`config.mk`:
```
export PLATFORM = sky130hd
export DESIGN_NAME = tmbh_map
export DESIGN_NICKNAME = d
export VERILOG_FILES = /design/src/rtl/tmbh_pkg.sv /design/src/rtl/tmbh_map.sv
export SDC_FILE = /design/constraint.sdc
export NUM_CORES = 2
export LEC_CHECK = 0
export BUFFER_PORTS_ARGS = -buffer_cell sky130_fd_sc_hd__buf_2
export CELL_PAD_IN_SITES_DETAIL_PLACEMENT = 0
export CELL_PAD_IN_SITES_GLOBAL_PLACEMENT = 1
export CORE_ASPECT_RATIO = 1.2
export CORE_MARGIN = 3
export CORE_UTILIZATION = 30
export DETAILED_ROUTE_END_ITERATION = 8
export GPL_TIMING_DRIVEN = 1
export PLACE_DENSITY_LB_ADDON = 0.12
export SYNTH_ARGS = -nofsm -noshare
export SYNTH_HDL_FRONTEND = slang
export SYNTH_SLANG_ARGS = --single-unit
```
`constraint.sdc`:
```
create_clock -name clk -period 9.2 [get_ports clk]
set_clock_uncertainty 0.1 [all_clocks]
set_input_delay 0.46 -clock clk [delete_from_list [all_inputs] [get_ports clk]]
set_output_delay 0.46 -clock clk [all_outputs]
set_load 0.005 [all_outputs]
```
`src/rtl/tmbh_pkg.sv`:
```
// Package for the touch mapping and button hit test block.
// Holds constants, register codes, control states and the token type; no dependencies.
`timescale 1ns / 1ps

package tmbh_pkg;

  localparam int RAW_X_LO = 120;
  localparam int RAW_X_HI = 900;
  localparam int RAW_Y_LO = 70;
  localparam int RAW_Y_HI = 920;
  localparam int PRESS_LO = 10;
  localparam int PRESS_HI = 1000;

  localparam int RAW_X_SPAN = RAW_X_HI - RAW_X_LO;
  localparam int RAW_Y_SPAN = RAW_Y_HI - RAW_Y_LO;
  localparam int RECIP_SHIFT = 30;
  localparam int RECIP_X = (1 << RECIP_SHIFT) / RAW_X_SPAN;
  localparam int RECIP_Y = (1 << RECIP_SHIFT) / RAW_Y_SPAN;

  localparam logic [1:0] CFG_ROTATION = 2'd0;
  localparam logic [1:0] CFG_WIDTH    = 2'd1;
  localparam logic [1:0] CFG_HEIGHT   = 2'd2;

  localparam logic [1:0] ROT_NORMAL     = 2'd0;
  localparam logic [1:0] ROT_UPSIDE     = 2'd1;
  localparam logic [1:0] ROT_SIDE_RIGHT = 2'd2;
  localparam logic [1:0] ROT_SIDE_LEFT  = 2'd3;

  typedef enum logic [1:0] {
    ST_IDLE,
    ST_BUSY,
    ST_DONE
  } state_t;

  // Word travelling along the row of button cells.
  typedef struct packed {
    logic               vld;
    logic               add;
    logic               touch;
    logic signed [11:0] sx;
    logic signed [11:0] sy;
    logic               hit;
    logic [2:0]         idx;
    logic [9:0]         left;
    logic [9:0]         top;
    logic [10:0]        right;
    logic [10:0]        bottom;
    logic               action;
    logic               placed;
  } tmbh_token_t;

endpackage

```
`src/rtl/tmbh_map.sv`:
```
// Raw panel to screen coordinate mapping, two lanes of a five stage pipeline.
// Division by the constant raw spans uses a reciprocal multiply and one correction.
// Depends on tmbh_pkg.
`timescale 1ns / 1ps

module tmbh_map (
  input  logic               clk,
  input  logic               rst,
  input  logic               start,
  input  logic [9:0]         raw_x,
  input  logic [9:0]         raw_y,
  input  logic [1:0]         rotation_mode,
  input  logic [9:0]         screen_width,
  input  logic [9:0]         screen_height,
  output logic               done,
  output logic signed [11:0] sx,
  output logic signed [11:0] sy
);
  import tmbh_pkg::*;

  logic [4:0]         vld;
  logic signed [11:0] coord [2];

  always_ff @(posedge clk) begin
    if (rst) begin
      vld <= '0;
    end else begin
      vld <= {vld[3:0], start};
    end
  end

  for (genvar l = 0; l < 2; l++) begin : g_lane
    localparam int Lo    = (l == 0) ? RAW_X_LO : RAW_Y_LO;
    localparam int Span  = (l == 0) ? RAW_X_SPAN : RAW_Y_SPAN;
    localparam int Recip = (l == 0) ? RECIP_X : RECIP_Y;

    logic [9:0]  raw_l;
    logic [10:0] diff;
    logic [9:0]  scale;
    logic        rev;
    logic [9:0]  mag1, scale1, from1, from2, from3, from4;
    logic        neg1, neg2, neg3, neg4;
    logic [19:0] prod2, prod3;
    logic [40:0] recip_prod;
    logic [10:0] q0_3, q4;
    logic [20:0] rem;

    assign raw_l = (l == 0) ? raw_x : raw_y;
    assign diff  = {1'b0, raw_l} - 11'(Lo);

    always_comb begin
      if (l == 0) begin
        scale = rotation_mode[1] ? screen_height : screen_width;
        rev   = (rotation_mode == ROT_UPSIDE) || (rotation_mode == ROT_SIDE_RIGHT);
      end else begin
        scale = rotation_mode[1] ? screen_width : screen_height;
        rev   = (rotation_mode == ROT_NORMAL) || (rotation_mode == ROT_SIDE_RIGHT);
      end
    end

    assign recip_prod = 41'(prod2) * 41'(Recip);
    assign rem        = 21'(prod3) - 21'(q0_3) * 21'(Span);

    always_ff @(posedge clk) begin
      mag1   <= diff[10] ? 10'(-diff) : diff[9:0];
      scale1 <= scale;
      from1  <= rev ? scale : 10'd0;
      neg1   <= diff[10] ^ rev;

      prod2 <= 20'(mag1) * 20'(scale1);
      from2 <= from1;
      neg2  <= neg1;

      q0_3  <= recip_prod[40:30];
      prod3 <= prod2;
      from3 <= from2;
      neg3  <= neg2;

      q4    <= q0_3 + 11'(rem >= 21'(Span));
      from4 <= from3;
      neg4  <= neg3;

      coord[l] <= neg4 ? $signed({2'b00, from4} - {1'b0, q4})
                       : $signed({2'b00, from4} + {1'b0, q4});
    end
  end

  assign done = vld[4];
  assign sx   = rotation_mode[1] ? coord[1] : coord[0];
  assign sy   = rotation_mode[1] ? coord[0] : coord[1];

endmodule

```
# Word level (Yosys, flattened, before mapping)
# Memory sizes are Yosys's and may differ from the RTL's.
# Cells that the tools add are included.
# totals
ff_bits,257
ram_bits,24
input_bits,45
output_inout_bits,25
wordCells,65
memories,1
# mem_list
name,words,word_bits,read_ports,rd_clocked_by_memory_dff,write_ports,line,text
coord,2,12,2,0,2,tmbh_map.sv:22,logic signed [11:0] coord [2];
# op_classes
add_sub_neg,12
mul,6
n_lt_le_gt_ge,2
n_eq_ne,2
n_mux,8
bitwise_logic,2
reduce_logical,3
# ops
operator,count
12-bit 2-to-1 mux,4
21-bit by 10-bit greater-or-equal comparator with 1-bit output (second input constant),2
20-bit by 21-bit subtractor with 21-bit output,2
20-bit by 21-bit multiplier with 41-bit output (second input constant),1
10-bit by 10-bit multiplier with 20-bit output,2
10-bit 2-to-1 mux,4
20-bit by 17-bit multiplier with 37-bit output (second input constant),1
10-bit by 11-bit adder with 12-bit output,2
10-bit by 11-bit subtractor with 12-bit output,2
11-bit by 1-bit adder with 11-bit output,2
10-bit by 7-bit subtractor with 11-bit output (second input constant),2
11-bit by 9-bit multiplier with 20-bit output (second input constant),1
10-bit negator,2
11-bit by 8-bit multiplier with 19-bit output (second input constant),1
2-bit by 1-bit equality test with 1-bit output (second input constant),1
2-bit equality test (second input constant),1
2-bit logical NOT,1
1-bit logical OR,2
1-bit XOR,2

# Depth between registers and ports, before layout
# logic_depth
ltp_word,4
ltp_mapped,31
depth_no_buf,31

# Worst setup path after synthesis
# OpenSTA, ideal clock, no wires.
# synth_path
path_kind,register to register
from,register g_lane[1].q0_3[4]
to,register g_lane[1].q4[10]
setup_time_ns,0.122
arrival_time_ns,6.209
required_time_ns,8.978
path_slack_ns,2.768
path_stages_with_launch,28
n_path_buf,0
period_less_slack_ns,6.432
cell_sequence,dfxtp_1 > ha_1 > fa_1 > fa_1 > inv_1 > fa_1 > inv_1 > ha_1 > a21o_1 > a21o_1 > a21oi_1 > o21ai_0 > a21o_1 > a21o_1 > o311a_1 > ha_1 > a21oi_1 > xnor2_1 > or4_1 > o311ai_0 > a211oi_1 > nor4_1 > nand4_1 > ha_1 > ha_1 > and3_1 > nand3_1 > xnor2_1
# synth_between
elab_chain_cells,4
# synth_rtl
item,line,text
from (decl),tmbh_map.sv:45,"logic [10:0] q0_3, q4;"
from (signal assigned),tmbh_map.sv:74,q0_3 <= recip_prod[40:30];
11-bit by 9-bit multiplier with 20-bit output,tmbh_map.sv:62,assign rem = 21'(prod3) - 21'(q0_3) * 21'(Span);
20-bit by 21-bit subtractor with 21-bit output,tmbh_map.sv:62,
21-bit by 10-bit greater-or-equal comparator with 1-bit output,tmbh_map.sv:79,q4 <= q0_3 + 11'(rem >= 21'(Span));
11-bit by 1-bit adder with 11-bit output *,tmbh_map.sv:79,
to (signal assigned),tmbh_map.sv:79,
to (decl),tmbh_map.sv:45,
# Every way passes the cells marked *; elsewhere a longest branch is shown, timed or not.
# A chain may end at the register's enable or synchronous reset.

# Worst setup path after layout
# layout_path
from,register g_lane[1].q0_3[8]
to,register g_lane[1].q4[10]
# Same word-level chain as after synthesis.

==> metrics <==
Max Cap Violations 0; hold_sp raw_x[2]; final setup TNS 0 ps; largest net degree at the start of global routing 47; worst r2r src g_lane[1].q0_3[8]; GRT Resource Usage Total 0.1402; top cell type's share of synthesized area 0.2720; prevailing post-synth register cell dfxtp_1; fill count around 10000; Startpoint Class register; Distinct cells, synth ~70; Post-synth ARST share 0; share of cells above drive strength 1 0.06434; Max Buffers Root-to-Sink 3; slew margin rel. 0.1461; core footprint approximately 0.10 sq mm; #FFs+latches synth ~280; cell area after synthesis ~0.031 sq mm; Cells after Synth 3136; P&R area growth vs syn 10.75%; CP arrival 7470 ps; Pre-Repair DR Iteration Count 5; Rows between 100 and 150; Final Cycle Share 0.7772; drt wl/cell approximately 16 microns; initial antenna violation count 3; vias in the first global route roughly 23000; Slew Limit Fails 0; DRC Markers 0; Worst Setup End Kind register; Post-Syn Area per Cell between 9 and 10 sq um; setup repair bufs after CTS 0; Final min period between 7000 and 8000 ps; final-report setup violation count 0; most frequent cell after synthesis ha_1; CP required 9520 ps; hold depth 2; Placer Congestion between 0.8 and 0.9; worst-margin pin slew around 1300 ps; final hold viol count 0; RR Endpoint g_lane[1].q4[10]; Clk Latency, worst-skew pair 550 ps; Chip Height 355.6 microns; clk sinks 278; critical path type reg -> reg; post-DP HPWL around 63000 microns; register area share after synthesis 0.1822; worst hold endpoint g_lane[0].mag1[2]; Post-Syn Nets ~4200; DRT antenna net count 0; Port Buffer Count 69; number of enable flip-flop cells after synthesis 0; vias a little over 20000; clk root buf clkbuf_16; Peak Freq ~140 MHz; I/O pin total 70; HP Class in -> reg; CTS buffer count 39; DR iter-0 viols slightly below 600; first-pass GRT wire length between 100000 and 150000 microns; Post-Route WL between 70000 and 80000 microns; crit-path max FO 6; Synth area leader ha_1; Initial Utilization 0.3042; CTS clk-pin slew, worst paths ~60 ps; Nets ~4300; synth cell count leaders 664 x ha_1, 632 x inv_1, 338 x fa_1, 278 x dfxtp_1, 193 x nand2_1; Yosys Warn Count 0; Via density about 4.5; r2r worst-path depth 27; remaining global-route overflow 0; status finished clean; Max H-tree Level 2; Synth area leaders ha_1 27%, fa_1 22%, dfxtp_1 18%; Die Area between 0.1 and 0.15 sq mm; CTS tree built; Die W ~300 microns; FF-to-FF setup slack roughly 2000 ps; RSZ-0062 raised after global routing false
[logic make-up after synthesis]
kind of cell,synth area share
AO/OA/AOI/OAI,0.07774
XOR/XNOR,0.04702
adder cells (fa/ha/maj),0.4935
buffers and inverters,0.08319
flip-flops,0.1822
multiplexers,0.01896
AND/OR/NAND/NOR,0.09740
[routing by layer]
metal,wire length (microns),GRT usage,part of all wire,up-vias
met4,998,0.02550,0.014,0
met1,35320,0.1920,0.49,9866
li1,-,-,-,10350
met3,2269,0.02066,0.031,68
met2,33470,0.2368,0.46,212
met5,0,0,0,-
[worst max-delay path by stage]
| stage | from | end | cells past startpoint |
|---|---|---|---|
| 2_1_floorplan | g_lane[1].q0_3[4] | g_lane[1].q4[10] | 27 |
| 3_3_place_gp | g_lane[1].q0_3[3] | g_lane[1].q4[10] | 27 |
| 3_5_place_dp | g_lane[1].q0_3[8] | g_lane[1].q4[10] | 27 |
| 4_1_cts | g_lane[1].q0_3[4] | g_lane[1].q4[10] | 27 |
| 5_1_grt | g_lane[1].q0_3[8] | g_lane[1].q4[10] | 28 |
| 6_report | g_lane[1].q0_3[8] | g_lane[1].q4[10] | 27 |
[cell type report]
| class | instances | area, sq um | area share |
|---|---|---|---|
| Inverter | 632 | 2372 | 0.07012 |
| Tap cell | 1354 | 1694 | 0.05008 |
| Clock buffer | 42 | 1007 | 0.02977 |
| Clock inverter | 28 | 371.6 | 0.01098 |
| Multi-Input combinational cell | 2181 | 22440 | 0.6633 |
| Sequential cell | 278 | 5565 | 0.1645 |
| Timing Repair Buffer | 72 | 375.4 | 0.01110 |
| Antenna cell | 2 | 5.005 | 0.0001479 |
[worst max-delay path, stage by stage, from the launching register on]
cell	delay, ps
dfxtp_1	490
ha_1	310
fa_1	480
fa_1	550
inv_1	50
fa_1	540
inv_1	40
ha_1	330
a21o_1	180
a21o_1	170
a21oi_1	160
a21boi_0	170
o21ai_0	300
xor2_1	190
ha_1	290
or2_2	320
a21oi_1	190
xnor2_1	140
or4_1	410
o311ai_0	110
a211oi_1	110
nor4_1	290
nand4_1	210
ha_1	260
ha_1	220
and3_1	230
nand3_1	110
xnor2_1	60
[through the flow]
stage | util | hold slack, ps | cell area (sq um) | worst slack (ps) | std cells
after floorplan | - | 209.6 | 30550 | 2768 | 3136
after global placement | 0.3228 | 210.9 | 32420 | 2161 | 4514
after detailed placement | 0.3228 | 212.1 | 32420 | 1978 | 4514
after CTS | 0.3368 | 8.048 | 33830 | 1976 | 4587
after global routing | 0.3368 | 17.21 | 33830 | 1517 | 4587
final | 0.3369 | 48.14 | 33830 | 2050 | 4589
[state kept, by name (all words and copies together), names as in the netlist, 5 cells and up]
| signal | cells |
|---|---|
| g_lane.prod2 | 40 |
| g_lane.prod3 | 37 |
| coord | 24 |
| g_lane.q0_3 | 22 |
| g_lane.q4 | 22 |
| g_lane.from1 | 20 |
| g_lane.from2 | 20 |
| g_lane.from3 | 20 |
| g_lane.from4 | 20 |
| g_lane.mag1 | 20 |
| g_lane.scale1 | 20 |
| vld | 5 |
[cells in the final DEF (no fill, tap or decap), types with 9 or more instances in the layout]
cell,n
a211oi_1,15
a21o_1,32
a21oi_1,94
a31oi_1,10
and2_1,111
and3_1,10
buf_2,69
clkbuf_16,39
dfxtp_1,278
fa_1,338
ha_1,664
inv_1,632
mux2_2,47
nand2_1,193
nand2b_1,22
nand3_1,28
nand4_1,11
nor2_1,114
nor2b_1,16
nor3_1,46
o2111ai_1,12
o211ai_1,9
o21a_1,24
o21ai_0,72
o21bai_1,14
or3_1,14
xnor2_1,110
xor2_1,54
[timing repair]
item	4_1_cts	5_1_grt
gates resized for setup	0	0
endpoints found under the hold margin	6	0
hold buffers	3	0
Power is left out: the tool's default activity adds up to more than one toggle a clock period on the data nets, which glitch-free logic cannot reach.
